==> src/rtl/rdcc_pkg.sv <==
package rdcc_pkg;

  // Field widths
  localparam int PIXEL_W       = 16;
  localparam int CHAN_W        = 6;
  localparam int SUM_W         = 16;
  localparam int MARGIN_W      = 16;
  localparam int PIXEL_COUNT_W = 11;
  localparam int CFG_DATA_W    = 16;
  localparam int CFG_INDEX_W   = 1;

  // Defaults
  localparam int DEFAULT_MAX_PIXELS = 1024;
  localparam logic [PIXEL_COUNT_W-1:0] PIXEL_COUNT_RESET = PIXEL_COUNT_W'(300);

  // Configuration register indexes
  localparam logic [CFG_INDEX_W-1:0] CFG_COLOR_MARGIN = 1'b0;
  localparam logic [CFG_INDEX_W-1:0] CFG_PIXEL_COUNT  = 1'b1;

  // Dominant color codes
  typedef enum logic [1:0] {
    CLASS_BLACK = 2'd0,
    CLASS_RED   = 2'd1,
    CLASS_GREEN = 2'd2,
    CLASS_BLUE  = 2'd3
  } color_class_t;

  // Channel sums of one completed frame
  typedef struct packed {
    logic [SUM_W-1:0] red;
    logic [SUM_W-1:0] green;
    logic [SUM_W-1:0] blue;
  } totals_t;

endpackage

==> src/rtl/rdcc_result_stage.sv <==
module rdcc_result_stage (
  input  logic                           clk,
  input  logic                           rst,
  input  logic                           tot_valid,
  output logic                           tot_ready,
  input  rdcc_pkg::totals_t              tot,
  input  logic [rdcc_pkg::MARGIN_W-1:0]  margin,
  output logic                           out_valid,
  input  logic                           out_stall,
  output logic [1:0]                     color_class,
  output logic [rdcc_pkg::SUM_W-1:0]     red_total,
  output logic [rdcc_pkg::SUM_W-1:0]     green_total,
  output logic [rdcc_pkg::SUM_W-1:0]     blue_total
);
  import rdcc_pkg::*;

  logic [SUM_W:0]  r_ext;
  logic [SUM_W:0]  g_ext;
  logic [SUM_W:0]  b_ext;
  logic [SUM_W:0]  r_plus_m;
  logic [SUM_W:0]  g_plus_m;
  logic [SUM_W:0]  b_plus_m;
  color_class_t    class_next;
  color_class_t    class_reg;

  // Widen by one bit so adding the margin cannot wrap
  assign r_ext    = {1'b0, tot.red};
  assign g_ext    = {1'b0, tot.green};
  assign b_ext    = {1'b0, tot.blue};
  assign r_plus_m = r_ext + {1'b0, margin};
  assign g_plus_m = g_ext + {1'b0, margin};
  assign b_plus_m = b_ext + {1'b0, margin};

  // Pick the channel that beats both others by more than the margin
  always_comb begin
    if (r_ext > b_plus_m && r_ext > g_plus_m) begin
      class_next = CLASS_RED;
    end else if (g_ext > r_plus_m && g_ext > b_plus_m) begin
      class_next = CLASS_GREEN;
    end else if (b_ext > r_plus_m && b_ext > g_plus_m) begin
      class_next = CLASS_BLUE;
    end else begin
      class_next = CLASS_BLACK;
    end
  end

  // Output register takes a new result when empty or being transferred
  assign tot_ready = !out_valid || !out_stall;

  always_ff @(posedge clk) begin
    if (rst) begin
      out_valid <= 1'b0;
    end else if (tot_ready) begin
      out_valid <= tot_valid;
    end
  end

  always_ff @(posedge clk) begin
    if (tot_ready && tot_valid) begin
      class_reg   <= class_next;
      red_total   <= tot.red;
      green_total <= tot.green;
      blue_total  <= tot.blue;
    end
  end

  assign color_class = class_reg;

  // A red or green class always holds the largest sum
  a_red_largest: assert property (@(posedge clk) disable iff (rst)
    out_valid && class_reg == CLASS_RED |-> red_total > green_total && red_total > blue_total)
    else $error("red class without largest red sum");

  a_green_largest: assert property (@(posedge clk) disable iff (rst)
    out_valid && class_reg == CLASS_GREEN |->
      green_total > red_total && green_total > blue_total)
    else $error("green class without largest green sum");

  // Hold a stalled result unchanged
  a_hold_stalled: assert property (@(posedge clk) disable iff (rst)
    out_valid && out_stall |=>
      out_valid && $stable(class_reg) && $stable(red_total) &&
      $stable(green_total) && $stable(blue_total))
    else $error("stalled result changed");

endmodule

==> src/rtl/rgb565_dominant_color_classifier.sv <==
// RGB565 dominant color classifier.
//
// Pixels enter on in_valid/in_stall with pixel_word; one transfer is one
// pixel. Red and blue 5-bit fields are doubled to 6 bits, green is used as
// is, and the three values are added into saturating 16-bit sums. When the
// frame length (pixel_count, 0 treated as 1, clamped to MAX_PIXELS) is
// reached, one result leaves on out_valid/out_stall with the three sums and
// color_class (0 black, 1 red, 2 green, 3 blue); the sums then clear.
//
// Throughput: one pixel per cycle while in_stall is low, set by the accumulate stage.
// The closing pixel of a frame passes the input register, the frame totals
// register and the output register before its result is presented.
// When the receiver stalls, the output register and the totals register
// hold up to two results; pixels that do not close a frame keep flowing,
// and in_stall rises only when a frame would close with no room left.
// Configuration: cfg_write with cfg_index 0 (dominance margin) or 1
// (pixel_count), written while the block is idle.
// Reset (rst, synchronous): empties all stages, clears sums and the pixel
// counter, sets the dominance margin to 0 and pixel_count to 300.
module rgb565_dominant_color_classifier #(
  parameter int MAX_PIXELS = rdcc_pkg::DEFAULT_MAX_PIXELS
) (
  input  logic                             clk,
  input  logic                             rst,
  input  logic                             cfg_write,
  input  logic [rdcc_pkg::CFG_INDEX_W-1:0] cfg_index,
  input  logic [rdcc_pkg::CFG_DATA_W-1:0]  cfg_data,
  input  logic                             in_valid,
  output logic                             in_stall,
  input  logic [rdcc_pkg::PIXEL_W-1:0]     pixel_word,
  output logic                             out_valid,
  input  logic                             out_stall,
  output logic [1:0]                       color_class,
  output logic [rdcc_pkg::SUM_W-1:0]       red_total,
  output logic [rdcc_pkg::SUM_W-1:0]       green_total,
  output logic [rdcc_pkg::SUM_W-1:0]       blue_total
);
  import rdcc_pkg::*;

  localparam int CNT_W = $clog2(MAX_PIXELS);
  localparam int LEN_W = $clog2(MAX_PIXELS + 1);
  localparam int CMP_W = (LEN_W > PIXEL_COUNT_W) ? LEN_W : PIXEL_COUNT_W;

  // Configuration registers
  logic [MARGIN_W-1:0]      dom_margin;
  logic [PIXEL_COUNT_W-1:0] pixel_count;

  // Input register
  logic                     s1_valid;
  logic [PIXEL_W-1:0]       s1_word;

  // Frame state
  logic [SUM_W-1:0]         red_acc;
  logic [SUM_W-1:0]         green_acc;
  logic [SUM_W-1:0]         blue_acc;
  logic [CNT_W-1:0]         seen;

  // Frame totals register
  logic                     s2_valid;
  totals_t                  s2_tot;
  logic                     s2_ready;
  logic                     s2_free;

  logic [CHAN_W-1:0]        r6;
  logic [CHAN_W-1:0]        g6;
  logic [CHAN_W-1:0]        b6;
  logic [SUM_W:0]           red_sum;
  logic [SUM_W:0]           green_sum;
  logic [SUM_W:0]           blue_sum;
  totals_t                  sums_next;
  logic [CMP_W-1:0]         pc_ext;
  logic [CMP_W-1:0]         frame_len;
  logic [CMP_W-1:0]         seen_inc;
  logic                     s1_done;
  logic                     s1_fire;

  // Decode configuration writes
  always_ff @(posedge clk) begin
    if (rst) begin
      dom_margin  <= '0;
      pixel_count <= PIXEL_COUNT_RESET;
    end else if (cfg_write) begin
      unique case (cfg_index)
        CFG_COLOR_MARGIN: dom_margin  <= cfg_data[MARGIN_W-1:0];
        CFG_PIXEL_COUNT:  pixel_count <= cfg_data[PIXEL_COUNT_W-1:0];
        default:          dom_margin  <= dom_margin;
      endcase
    end
  end

  // Clamp the frame length to one through MAX_PIXELS
  assign pc_ext = CMP_W'(pixel_count);
  always_comb begin
    if (pc_ext == '0) begin
      frame_len = CMP_W'(1);
    end else if (pc_ext > CMP_W'(MAX_PIXELS)) begin
      frame_len = CMP_W'(MAX_PIXELS);
    end else begin
      frame_len = pc_ext;
    end
  end

  // Unpack the pixel and add into saturating sums
  assign r6        = {s1_word[15:11], 1'b0};
  assign g6        = s1_word[10:5];
  assign b6        = {s1_word[4:0], 1'b0};
  assign red_sum   = {1'b0, red_acc} + (SUM_W+1)'(r6);
  assign green_sum = {1'b0, green_acc} + (SUM_W+1)'(g6);
  assign blue_sum  = {1'b0, blue_acc} + (SUM_W+1)'(b6);

  assign sums_next.red   = red_sum[SUM_W]   ? '1 : red_sum[SUM_W-1:0];
  assign sums_next.green = green_sum[SUM_W] ? '1 : green_sum[SUM_W-1:0];
  assign sums_next.blue  = blue_sum[SUM_W]  ? '1 : blue_sum[SUM_W-1:0];

  assign seen_inc = CMP_W'(seen) + CMP_W'(1);
  assign s1_done  = seen_inc >= frame_len;

  // A closing pixel needs room in the totals register; others always advance
  assign s2_free  = !s2_valid || s2_ready;
  assign s1_fire  = s1_valid && (!s1_done || s2_free);
  assign in_stall = s1_valid && !s1_fire;

  // Input register
  always_ff @(posedge clk) begin
    if (rst) begin
      s1_valid <= 1'b0;
    end else if (!in_stall) begin
      s1_valid <= in_valid;
    end
  end

  always_ff @(posedge clk) begin
    if (!in_stall && in_valid) begin
      s1_word <= pixel_word;
    end
  end

  // Advance the running sums; clear them when the frame closes
  always_ff @(posedge clk) begin
    if (rst) begin
      red_acc   <= '0;
      green_acc <= '0;
      blue_acc  <= '0;
      seen      <= '0;
    end else if (s1_fire) begin
      if (s1_done) begin
        red_acc   <= '0;
        green_acc <= '0;
        blue_acc  <= '0;
        seen      <= '0;
      end else begin
        red_acc   <= sums_next.red;
        green_acc <= sums_next.green;
        blue_acc  <= sums_next.blue;
        seen      <= seen_inc[CNT_W-1:0];
      end
    end
  end

  // Frame totals register
  always_ff @(posedge clk) begin
    if (rst) begin
      s2_valid <= 1'b0;
    end else if (s1_fire && s1_done) begin
      s2_valid <= 1'b1;
    end else if (s2_ready) begin
      s2_valid <= 1'b0;
    end
  end

  always_ff @(posedge clk) begin
    if (s1_fire && s1_done) begin
      s2_tot <= sums_next;
    end
  end

  // Classify and hold the result for the receiver
  rdcc_result_stage u_result (
    .clk         (clk),
    .rst         (rst),
    .tot_valid   (s2_valid),
    .tot_ready   (s2_ready),
    .tot         (s2_tot),
    .margin      (dom_margin),
    .out_valid   (out_valid),
    .out_stall   (out_stall),
    .color_class (color_class),
    .red_total   (red_total),
    .green_total (green_total),
    .blue_total  (blue_total)
  );

  // A closing pixel always lands in the totals register
  a_close_loads: assert property (@(posedge clk) disable iff (rst)
    s1_fire && s1_done |=> s2_valid)
    else $error("frame closed without loading totals");

  // Sums and counter restart after a frame closes
  a_close_clears: assert property (@(posedge clk) disable iff (rst)
    s1_fire && s1_done |=> seen == '0 && red_acc == '0 && green_acc == '0 && blue_acc == '0)
    else $error("frame state not cleared after close");

  // Within a frame, sums never decrease
  a_sums_grow: assert property (@(posedge clk) disable iff (rst)
    s1_fire && !s1_done |=>
      red_acc >= $past(red_acc) && green_acc >= $past(green_acc) &&
      blue_acc >= $past(blue_acc))
    else $error("running sum decreased within a frame");

endmodule

==> config.mk <==
export PLATFORM = sky130hd
export DESIGN_NAME = rgb565_dominant_color_classifier
export DESIGN_NICKNAME = d
export VERILOG_FILES = /design/src/rtl/rdcc_pkg.sv /design/src/rtl/rdcc_result_stage.sv /design/src/rtl/rgb565_dominant_color_classifier.sv
export SDC_FILE = /design/constraint.sdc
export NUM_CORES = 1
export LEC_CHECK = 0
export BUFFER_PORTS_ARGS = -buffer_cell sky130_fd_sc_hd__buf_2
export CAP_MARGIN = 20
export CORE_MARGIN = 5
export CORE_UTILIZATION = 50
export DETAILED_ROUTE_END_ITERATION = 6
export PLACE_DENSITY = 0.76
export SETUP_SLACK_MARGIN = 0.1
export SYNTH_ARGS = -nofsm -noshare
export SYNTH_HDL_FRONTEND = slang
export SYNTH_SLANG_ARGS = --single-unit
==> constraint.sdc <==
create_clock -name clk -period 7.3 [get_ports clk]
set_input_delay 1.46 -clock clk [delete_from_list [all_inputs] [get_ports clk]]
set_output_delay 1.46 -clock clk [all_outputs]
set_load 0.01 [all_outputs]
==> results_dict.tcl, run 1 <==
set metrics [dict create \
    grt_setup_unrepaired "false" \
    end_kind "primary output" \
    fin_crit_ps 5060 \
    final_antenna_net_count 0 \
    ff_latch_area_um2 5180 \
    clockRootBuffer "clkbuf_16" \
    hp-class "reg -> reg" \
    dpl_cell_area_um2 13600 \
    layout_commonest_cell "ha_1" \
    status "finished clean" \
    cts-htree-levels 1 \
    rows 58 \
    critPathArrivalTime_ps 3600 \
    cp_max_fo 5 \
    wirelength_um 34500 \
    place_hpwl_um 26600 \
    routabilityCongestion 0.979 \
    fp.dieW_um 170 \
    async_reset_ff_frac 0 \
    ctsResizeCount 0 \
    avgSynthCellArea_um2 9.88 \
    max-vdd-ir-drop_v 0.000184 \
    io_buffers 89 \
    fin_tns_setup_ps 0 \
    p_leak_nw 5.91 \
    synth_simple_gate_area_share 0.151 \
    maxCapViolCount 0 \
    skew_ps 24.7 \
    setup_viol 0 \
    remaining_drc_errors 0 \
    tightest_slew_ps 1000 \
    final_layout_size_suffix_gt1_frac 0.118 \
    drt_iter0_drc 813 \
    synth_top_family_by_area "compound AO/OA/AOI/OAI gates" \
    grt_pass1_wl_um 54300 \
    numCtsBuffers 23 \
    synth_mux_area_frac 0.00606 \
    track_usage 0.237 \
    fin_cells 1726 \
    cts_tree "built" \
    period_share 0.693 \
    critPathLaunchType "register" \
    clkSinkCount 202 \
    dpl.cell_count 1683 \
    finalHoldViolCount 0 \
    core_um2 25200 \
    final_util 0.569 \
    synth_ff_type "edfxtp_1" \
    first_pass_iters 5 \
    synthXorXnorAreaFrac 0.0562 \
    layout_common_cells "ha_1, nand2_1, edfxtp_1, a21oi_1, buf_2" \
    synthAdderAreaFrac 0.168 \
    path_class "reg -> out" \
    clk_pin_slew_ps 60 \
    clk_latency_ps 520 \
    die_y_um 170 \
    power_density_nw_per_um2 198 \
    vias 10305 \
    synth-seq-cells 202 \
    synth_cell_types 78 \
    slew_headroom 0.330 \
    postSynthCellCount 1295 \
    syn_area_um2 12800 \
    cts-hold-fix-buffers 0 \
    nNetsFinal 1582 \
    avgViaCountPerCell 5.97 \
    synth_compound_area_frac 0.187 \
    synth_fp_nets 1499 \
    grt_max_degree 93 \
    die_area_um2 28900 \
    synth_edf_count 114 \
    syn_to_final_growth_pct 12.1 \
    cp.required_ps 5840 \
    drv_slew 0 \
    max_freq_ghz 0.198 \
    antenna_found_initial 0 \
    multiInputGateArea_um2 7300 \
    grt_pass1_vias 9943 \
    initial_core_util 0.508 \
    yosysWarnings 0 \
    cts_buffer_depth 3 \
    pre_cts_ws_ps 2560 \
    overflow 0 \
    post_cts.repair.setup_buffers 0 \
    fin_ws_ps 2240 \
    postLayoutCellArea_um2 14300 \
    synth_seq_area_share 0.405 \
    avgRoutedWirePerCell_um 20.0 \
    ioPinCount 90 \
    fillerInstances 2216 \
]
-- metal layers --
metal	part of all wire	global-route usage	up-vias
met3	0.058	0.0381	74
met2	0.47	0.391	302
met5	0	0	-
li1	-	-	5014
met4	0.036	0.0819	0
met1	0.43	0.319	4915
-- cell type report --
class,count,share of cell area
antenna,1,0.000175
clock buffer,29,0.0439
clock inverter,13,0.00908
inverter,51,0.0134
multi-input combinational,1005,0.509
sequential,202,0.362
tap,330,0.0288
timing repair buffer,95,0.0342
-- metrics by stage --
stage          hold slack (ps)  power [mW]
6_report                   482        2.84
5_1_grt                    513        2.97
4_1_cts                    480        2.86
3_5_place_dp               472        1.70
3_3_place_gp               464        1.69
2_1_floorplan              449        1.58
-- report_power, final --
part           internal (mW)  switching, mW
clock                  0.686          0.473
combinational          0.181          0.262
sequential              1.22         0.0197
-- critical path: stages (launching register included) --
cell	delay [ps]
dfxtp_1	440
ha_1	290
and3_1	230
and3_1	190
nand3_1	140
xnor2_1	170
ha_1	310
a21oi_1	160
nor2b_1	60
o21ai_0	180
nand2_1	170
or3_1	430
nand3_1	150
inv_1	50
buf_2	130
-- cells in the mapped netlist, types with 25 or more instances --
cell type	count	area share
ha_1	160	0.16
clkbuf_1	32	0.0094
a21oi_1	111	0.043
xor2_1	33	0.023
inv_1	50	0.015
dfxtp_1	88	0.14
nor2_1	78	0.023
a22oi_1	42	0.025
a21o_1	28	0.016
nand2_1	137	0.040
xnor2_1	37	0.025
nand3_1	28	0.011
nand4_1	25	0.012
o21ai_0	61	0.024
edfxtp_1	114	0.27
-- flip-flops by register name, indices dropped and copies added, names as in the netlist --
register / count
u_result.blue_total: 16
u_result.red_total: 16
s1_valid: 1
u_result.color_class: 2
red_acc: 16
pc_ext: 11
s2_tot: 48
u_result.out_valid: 1
s2_valid: 1
dom_margin: 16
green_acc: 16
s1_word: 16
seen: 10
blue_acc: 16
u_result.green_total: 16
-- final timing paths --
path	start	endpoint	slack [ps]	cells after the start
worst min-delay path	pc_ext[0]$_SDFFE_PP0P_	pc_ext[0]$_SDFFE_PP0P_	480	2
worst max-delay path	seen[0]$_SDFFE_PP0P_	in_stall	2240	14
worst min register to register	pc_ext[0]$_SDFFE_PP0P_	pc_ext[0]$_SDFFE_PP0P_	480	2
worst max register to register	s2_tot[16]$_DFFE_PP_	u_result.color_class[0]$_SDFFCE_PP1P_	2490	19
-- logic make-up after synthesis --
logic type / after synthesis
buffers and inverters: 88
adder cells (fa/ha/maj): 169
AO/OA/AOI/OAI: 363
flip-flops: 202
XOR/XNOR: 75
multiplexers: 7
AND/OR/NAND/NOR: 391
Power figures use the tool's default switching activity.
==> run 2: changes to the inputs <==
Clock period 7.3 ns to 5.11 ns, I/O delays scaled along.
==> results_dict.tcl, run 2 (synthesis gave the netlist of run 1 again) <==
set metrics [dict create \
    max-vdd-ir-drop_v 0.000259 \
    largest_reg_flops 48 \
    fin_tns_setup_ps 0 \
    switching_share 0.264 \
    period_share 0.937 \
    track_usage 0.243 \
    clockRootBuffer "clkbuf_16" \
    cts_buffer_depth 3 \
    p_switching_mw 1.08 \
    antenna_found_initial 1 \
    p_int_mw 3.00 \
    grt_setup_unrepaired "false" \
    finalHoldViolCount 0 \
    die_y_um 170 \
    remaining_drc_errors 0 \
    place_hpwl_um 27300 \
    routabilityCongestion 0.973 \
    die_area_um2 28900 \
    pwr-share-clk 0.419 \
    status "finished clean" \
    syn_to_final_growth_pct 13.0 \
    cp_max_fo 7 \
    clk_latency_ps 540 \
    drv_slew 0 \
    slew_headroom 0.356 \
    fillerInstances 2134 \
    fin_crit_ps 4790 \
    grt_max_degree 51 \
    total_power_mw 4.08 \
    rows 58 \
    clk_pin_slew_ps 60 \
    p_leak_nw 5.95 \
    clkSinkCount 202 \
    dpl.cell_count 1689 \
    skew_ps 20.5 \
    end_kind "register" \
    maxCapViolCount 0 \
    worst_path_largest_cell_delay_ps 430 \
    grt_pass1_wl_um 55200 \
    overflow 0 \
    cts-htree-levels 1 \
    avgViaCountPerCell 5.89 \
    worst-path-buf-inv 0 \
    power_density_nw_per_um2 282 \
    regMostFlops "s2_tot" \
    final_antenna_net_count 0 \
    critPathLaunchType "register" \
    avgRoutedWirePerCell_um 20.3 \
    layout_commonest_cell "ha_1" \
    grt_pass1_vias 9974 \
    fin_cells 1735 \
    numCtsBuffers 24 \
    p_seq_frac 0.435 \
    timing.hold.ws_ps 484 \
    wirelength_um 35200 \
    drt_iter0_drc 814 \
    nNetsFinal 1592 \
    first_pass_iters 5 \
    layout_common_cells "ha_1, nand2_1, edfxtp_1, a21oi_1, buf_2" \
    path_delay_family "compound AO/OA/AOI/OAI gates" \
    tightest_slew_ps 964 \
    cts_tree "built" \
    setup_viol 0 \
    critPathArrivalTime_ps 5060 \
    diodes 0 \
    cp_cell_sequence "ha_1 -> fa_1 -> a21oi_2 -> o21ai_0 -> nand3_1 -> a21oi_2 -> o21a_1 -> or4_1 -> nand2_1 -> xor2_1 -> ha_1 -> a21o_1 -> a211o_1 -> a2111oi_2 -> o21ai_0 -> o2111ai_1 -> nand2_1 -> nand4_1 -> o22ai_1" \
    slowest_stage "fa_1" \
    cp.required_ps 5380 \
    p_comb_frac 0.147 \
    core_um2 25200 \
    initial_core_util 0.508 \
    max_freq_ghz 0.209 \
    vias 10226 \
    hp-class "reg -> reg" \
    fp.dieW_um 170 \
    io_buffers 89 \
    ioPinCount 90 \
    final_layout_size_suffix_gt1_frac 0.125 \
    path_class "reg -> reg" \
]
[run 2: layout make-up]
type | count | area, um^2 | area share
flip-flops and latches | 202 | 5180 | 0.359
inverters | 51 | 191 | 0.0132
clock inverters | 13 | 141 | 0.00978
repair buffers | 104 | 558 | 0.0386
well taps | 330 | 413 | 0.0286
multi-input cells | 1005 | 7310 | 0.506
clock buffers | 30 | 654 | 0.0453
[run 2: stage by stage]
stage / util / instance area, um^2 / worst slack, ps
6_report: 0.574 / 14500 / 322
3_3_place_gp: 0.541 / 13600 / 457
5_1_grt: 0.574 / 14500 / 137
4_1_cts: 0.573 / 14400 / 288
3_5_place_dp: 0.541 / 13600 / 338
2_1_floorplan: - / 12800 / 888
[run 2: per-layer routing]
metal | global-route usage | share of wire | routed length, um | vias up
met5 | 0 | 0.00034 | 12 | -
met4 | 0.0878 | 0.041 | 1430 | 2
met3 | 0.0476 | 0.066 | 2310 | 88
met2 | 0.397 | 0.46 | 16300 | 291
met1 | 0.322 | 0.43 | 15100 | 4830
li1 | - | - | - | 5015
[run 2: final timing paths]
| kind | slack [ps] | end | depth (start not counted) | from |
|---|---|---|---|---|
| max | 320 | u_result.color_class[0]$_SDFFCE_PP1P_ | 19 | s2_tot[16]$_DFFE_PP_ |
| min | 480 | pc_ext[0]$_SDFFE_PP0P_ | 2 | pc_ext[0]$_SDFFE_PP0P_ |
| max reg2reg | 320 | u_result.color_class[0]$_SDFFCE_PP1P_ | 19 | s2_tot[16]$_DFFE_PP_ |
| min reg2reg | 480 | pc_ext[0]$_SDFFE_PP0P_ | 2 | pc_ext[0]$_SDFFE_PP0P_ |
[run 2: repair_timing]
action | 4_1_cts | 5_1_grt
setup buffers | 0 | 3
gates resized for setup | 0 | 5
endpoints found under the setup margin | 0 | 2
hold buffers | 0 | 0
[run 2: tightest hold or removal path: cells and delay by family (launching register included)]
| family | cells | cell delay, ps |
|---|---|---|
| DFF | 1 | 330 |
| and+or+nand+nor | 1 | 60 |
| AOI/OAI and AO/OA | 1 | 50 |
[run 2: power by group through the flow]
| stage | clock, mW | sequential (mW) | combinational [mW] |
|---|---|---|---|
| after floorplan | 0 | 1.80 | 0.430 |
| after detailed placement | 0 | 1.81 | 0.586 |
| after global routing | 1.81 | 1.78 | 0.670 |
| after global placement | 0 | 1.81 | 0.576 |
| after CTS | 1.73 | 1.77 | 0.591 |
| final | 1.71 | 1.77 | 0.599 |
==> run 3: changes to the inputs <==
Settings changed: CORE_UTILIZATION 50 to 60, PLACE_DENSITY 0.76 to 0.87.
==> results_dict.tcl, run 3 (synthesis gave the netlist of run 1 again) <==
set metrics [dict create \
    max-vdd-ir-drop_v 0.000261 \
    p_comb_frac 0.153 \
    period_share 0.928 \
    overflow 0 \
    power_density_nw_per_um2 275 \
    clk_latency_ps 500 \
    grt_setup_unrepaired "false" \
    slowest_stage "fa_1" \
    cp.required_ps 5360 \
    grt_max_degree 67 \
    r2r_cells 19 \
    tightest_slew_ps 1120 \
    cts-hold-fix-buffers 0 \
    die_area_um2 24300 \
    vias 10408 \
    path_delay_family "compound AO/OA/AOI/OAI gates" \
    switching_share 0.264 \
    final_antenna_net_count 0 \
    fin_tns_setup_ps 0 \
    cp-startpoint "s2_tot[16]$_DFFE_PP_" \
    status "finished clean" \
    regToRegSetupSlack_ps 370 \
    clockRootBuffer "clkbuf_16" \
    skew_ps 9.70 \
    numCtsBuffers 22 \
    dpl.cell_count 1631 \
    die_y_um 156 \
    end_kind "register" \
    cts-htree-levels 1 \
    ff_latch_area_um2 5180 \
    largest_reg_flops 48 \
    wirelength_um 34600 \
    critPathArrivalTime_ps 4990 \
    p_int_mw 2.88 \
    avgViaCountPerCell 6.22 \
    fin_crit_ps 4740 \
    clk_pin_slew_ps 60 \
    final_layout_size_suffix_gt1_frac 0.120 \
    critPathLaunchType "register" \
    grt_pass1_vias 10003 \
    io_buffers 89 \
    core_um2 21000 \
    initial_core_util 0.609 \
    worst-path-buf-inv 0 \
    setup_viol 0 \
    p_leak_nw 5.90 \
    clkSinkCount 202 \
    cts_tree "built" \
    hp-class "reg -> reg" \
    remaining_drc_errors 0 \
    fillerInstances 1592 \
    fp.dieW_um 156 \
    nNetsFinal 1585 \
    r2r-start "s2_tot[16]$_DFFE_PP_" \
    path_class "reg -> reg" \
    ioPinCount 90 \
    antenna_found_initial 0 \
    cp_max_fo 7 \
    regMostFlops "s2_tot" \
    holdCritStartpoint "pc_ext[1]$_SDFFE_PP0P_" \
    pwr-share-clk 0.394 \
    grt_pass1_wl_um 53600 \
    slew_headroom 0.248 \
    track_usage 0.280 \
    crit_cells 19 \
    fin_cells 1672 \
    first_pass_iters 5 \
    rr_endpoint "u_result.color_class[0]$_SDFFCE_PP1P_" \
    worst_path_largest_cell_delay_ps 440 \
    avgRoutedWirePerCell_um 20.7 \
    cts_buffer_depth 3 \
    cp_cell_sequence "ha_1 -> fa_1 -> a21oi_2 -> o21ai_1 -> nand3_1 -> a21oi_2 -> o21a_1 -> or4_1 -> nand2_1 -> xor2_1 -> ha_1 -> a21o_1 -> a211o_1 -> a2111oi_1 -> o21ai_0 -> o2111ai_1 -> nand2_1 -> nand4_1 -> o22ai_1" \
    place_hpwl_um 26300 \
    diodes 0 \
    drv_slew 0 \
    routabilityCongestion 1.01 \
    rows 53 \
    layout_common_cells "ha_1, nand2_1, edfxtp_1, a21oi_1, buf_2" \
    p_seq_frac 0.453 \
    drt_iter0_drc 913 \
    maxCapViolCount 0 \
    finalHoldViolCount 0 \
    max_freq_ghz 0.211 \
    cp-endpoint "u_result.color_class[0]$_SDFFCE_PP1P_" \
    syn_to_final_growth_pct 11.4 \
    multiInputGateArea_um2 7300 \
    layout_commonest_cell "ha_1" \
    p_switching_mw 1.03 \
]
==> run 3: changes by cell type in the layout (fill, tap and decap cells not counted), moves of 3 or more <==
cell / delta
clkbuf_1: -3
clkinvlp_4: -3
clkinv_2: +4
buf_4: -5
==> run 3: per-layer routing <==
| metal | GRT usage | wire length, um | vias up |
|---|---|---|---|
| li1 | - | - | 5014 |
| met1 | 0.363 | 13900 | 4912 |
| met3 | 0.0472 | 2810 | 84 |
| met5 | 0 | 0 | - |
| met2 | 0.467 | 16400 | 398 |
| met4 | 0.112 | 1520 | 0 |
==> run 3: worst min-delay path by stage <==
stage | to | slack, ps | depth (start not counted)
global placement | pc_ext[0]$_SDFFE_PP0P_ | 470 | 2
global route | pc_ext[9]$_SDFFE_PP0P_ | 510 | 2
finish | pc_ext[1]$_SDFFE_PP0P_ | 490 | 2
detailed placement | u_result.green_total[0]$_DFFE_PP_ | 470 | 0
CTS | pc_ext[1]$_SDFFE_PP0P_ | 480 | 2
floorplan | pc_ext[0]$_SDFFE_PP0P_ | 450 | 2
==> run 3: final cells by class <==
class | instances | share of cell area
clock inverter | 12 | 0.00465
multi-input combinational | 1005 | 0.512
timing repair buffer | 99 | 0.0365
sequential | 202 | 0.364
tap | 275 | 0.0241
clock buffer | 28 | 0.0453
inverter | 51 | 0.0134
==> run 3: repair_timing <==
item | in CTS | in global routing
gates resized for setup | 0 | 4
setup buffers | 0 | 1
setup endpoints to repair | 0 | 2
==> run 3: power by group through the flow <==
stage / combinational, mW / sequential (mW) / clock, mW
after detailed placement: 0.581 / 1.81 / 0
after CTS: 0.589 / 1.77 / 1.57
after global placement: 0.565 / 1.81 / 0
final: 0.599 / 1.77 / 1.54
after global routing: 0.663 / 1.77 / 1.64
after floorplan: 0.430 / 1.80 / 0
==> run 3: through the flow <==
| stage | area (um^2) | setup slack [ps] | util | hold WS, ps | total power, mW |
|---|---|---|---|---|---|
| final | 14300 | 368 | 0.678 | 486 | 3.92 |
| after global routing | 14300 | 163 | 0.678 | 507 | 4.08 |
| after CTS | 14200 | 338 | 0.678 | 485 | 3.93 |
| after detailed placement | 13500 | 396 | 0.644 | 469 | 2.39 |
| after global placement | 13500 | 425 | 0.644 | 466 | 2.37 |
| after floorplan | 12800 | 888 | - | 449 | 2.23 |
==> run 3: tightest hold or removal path: stages (launching register included) <==
cell and delay [ps]:
dfxtp_1 330, nand2_1 60, a21oi_1 50
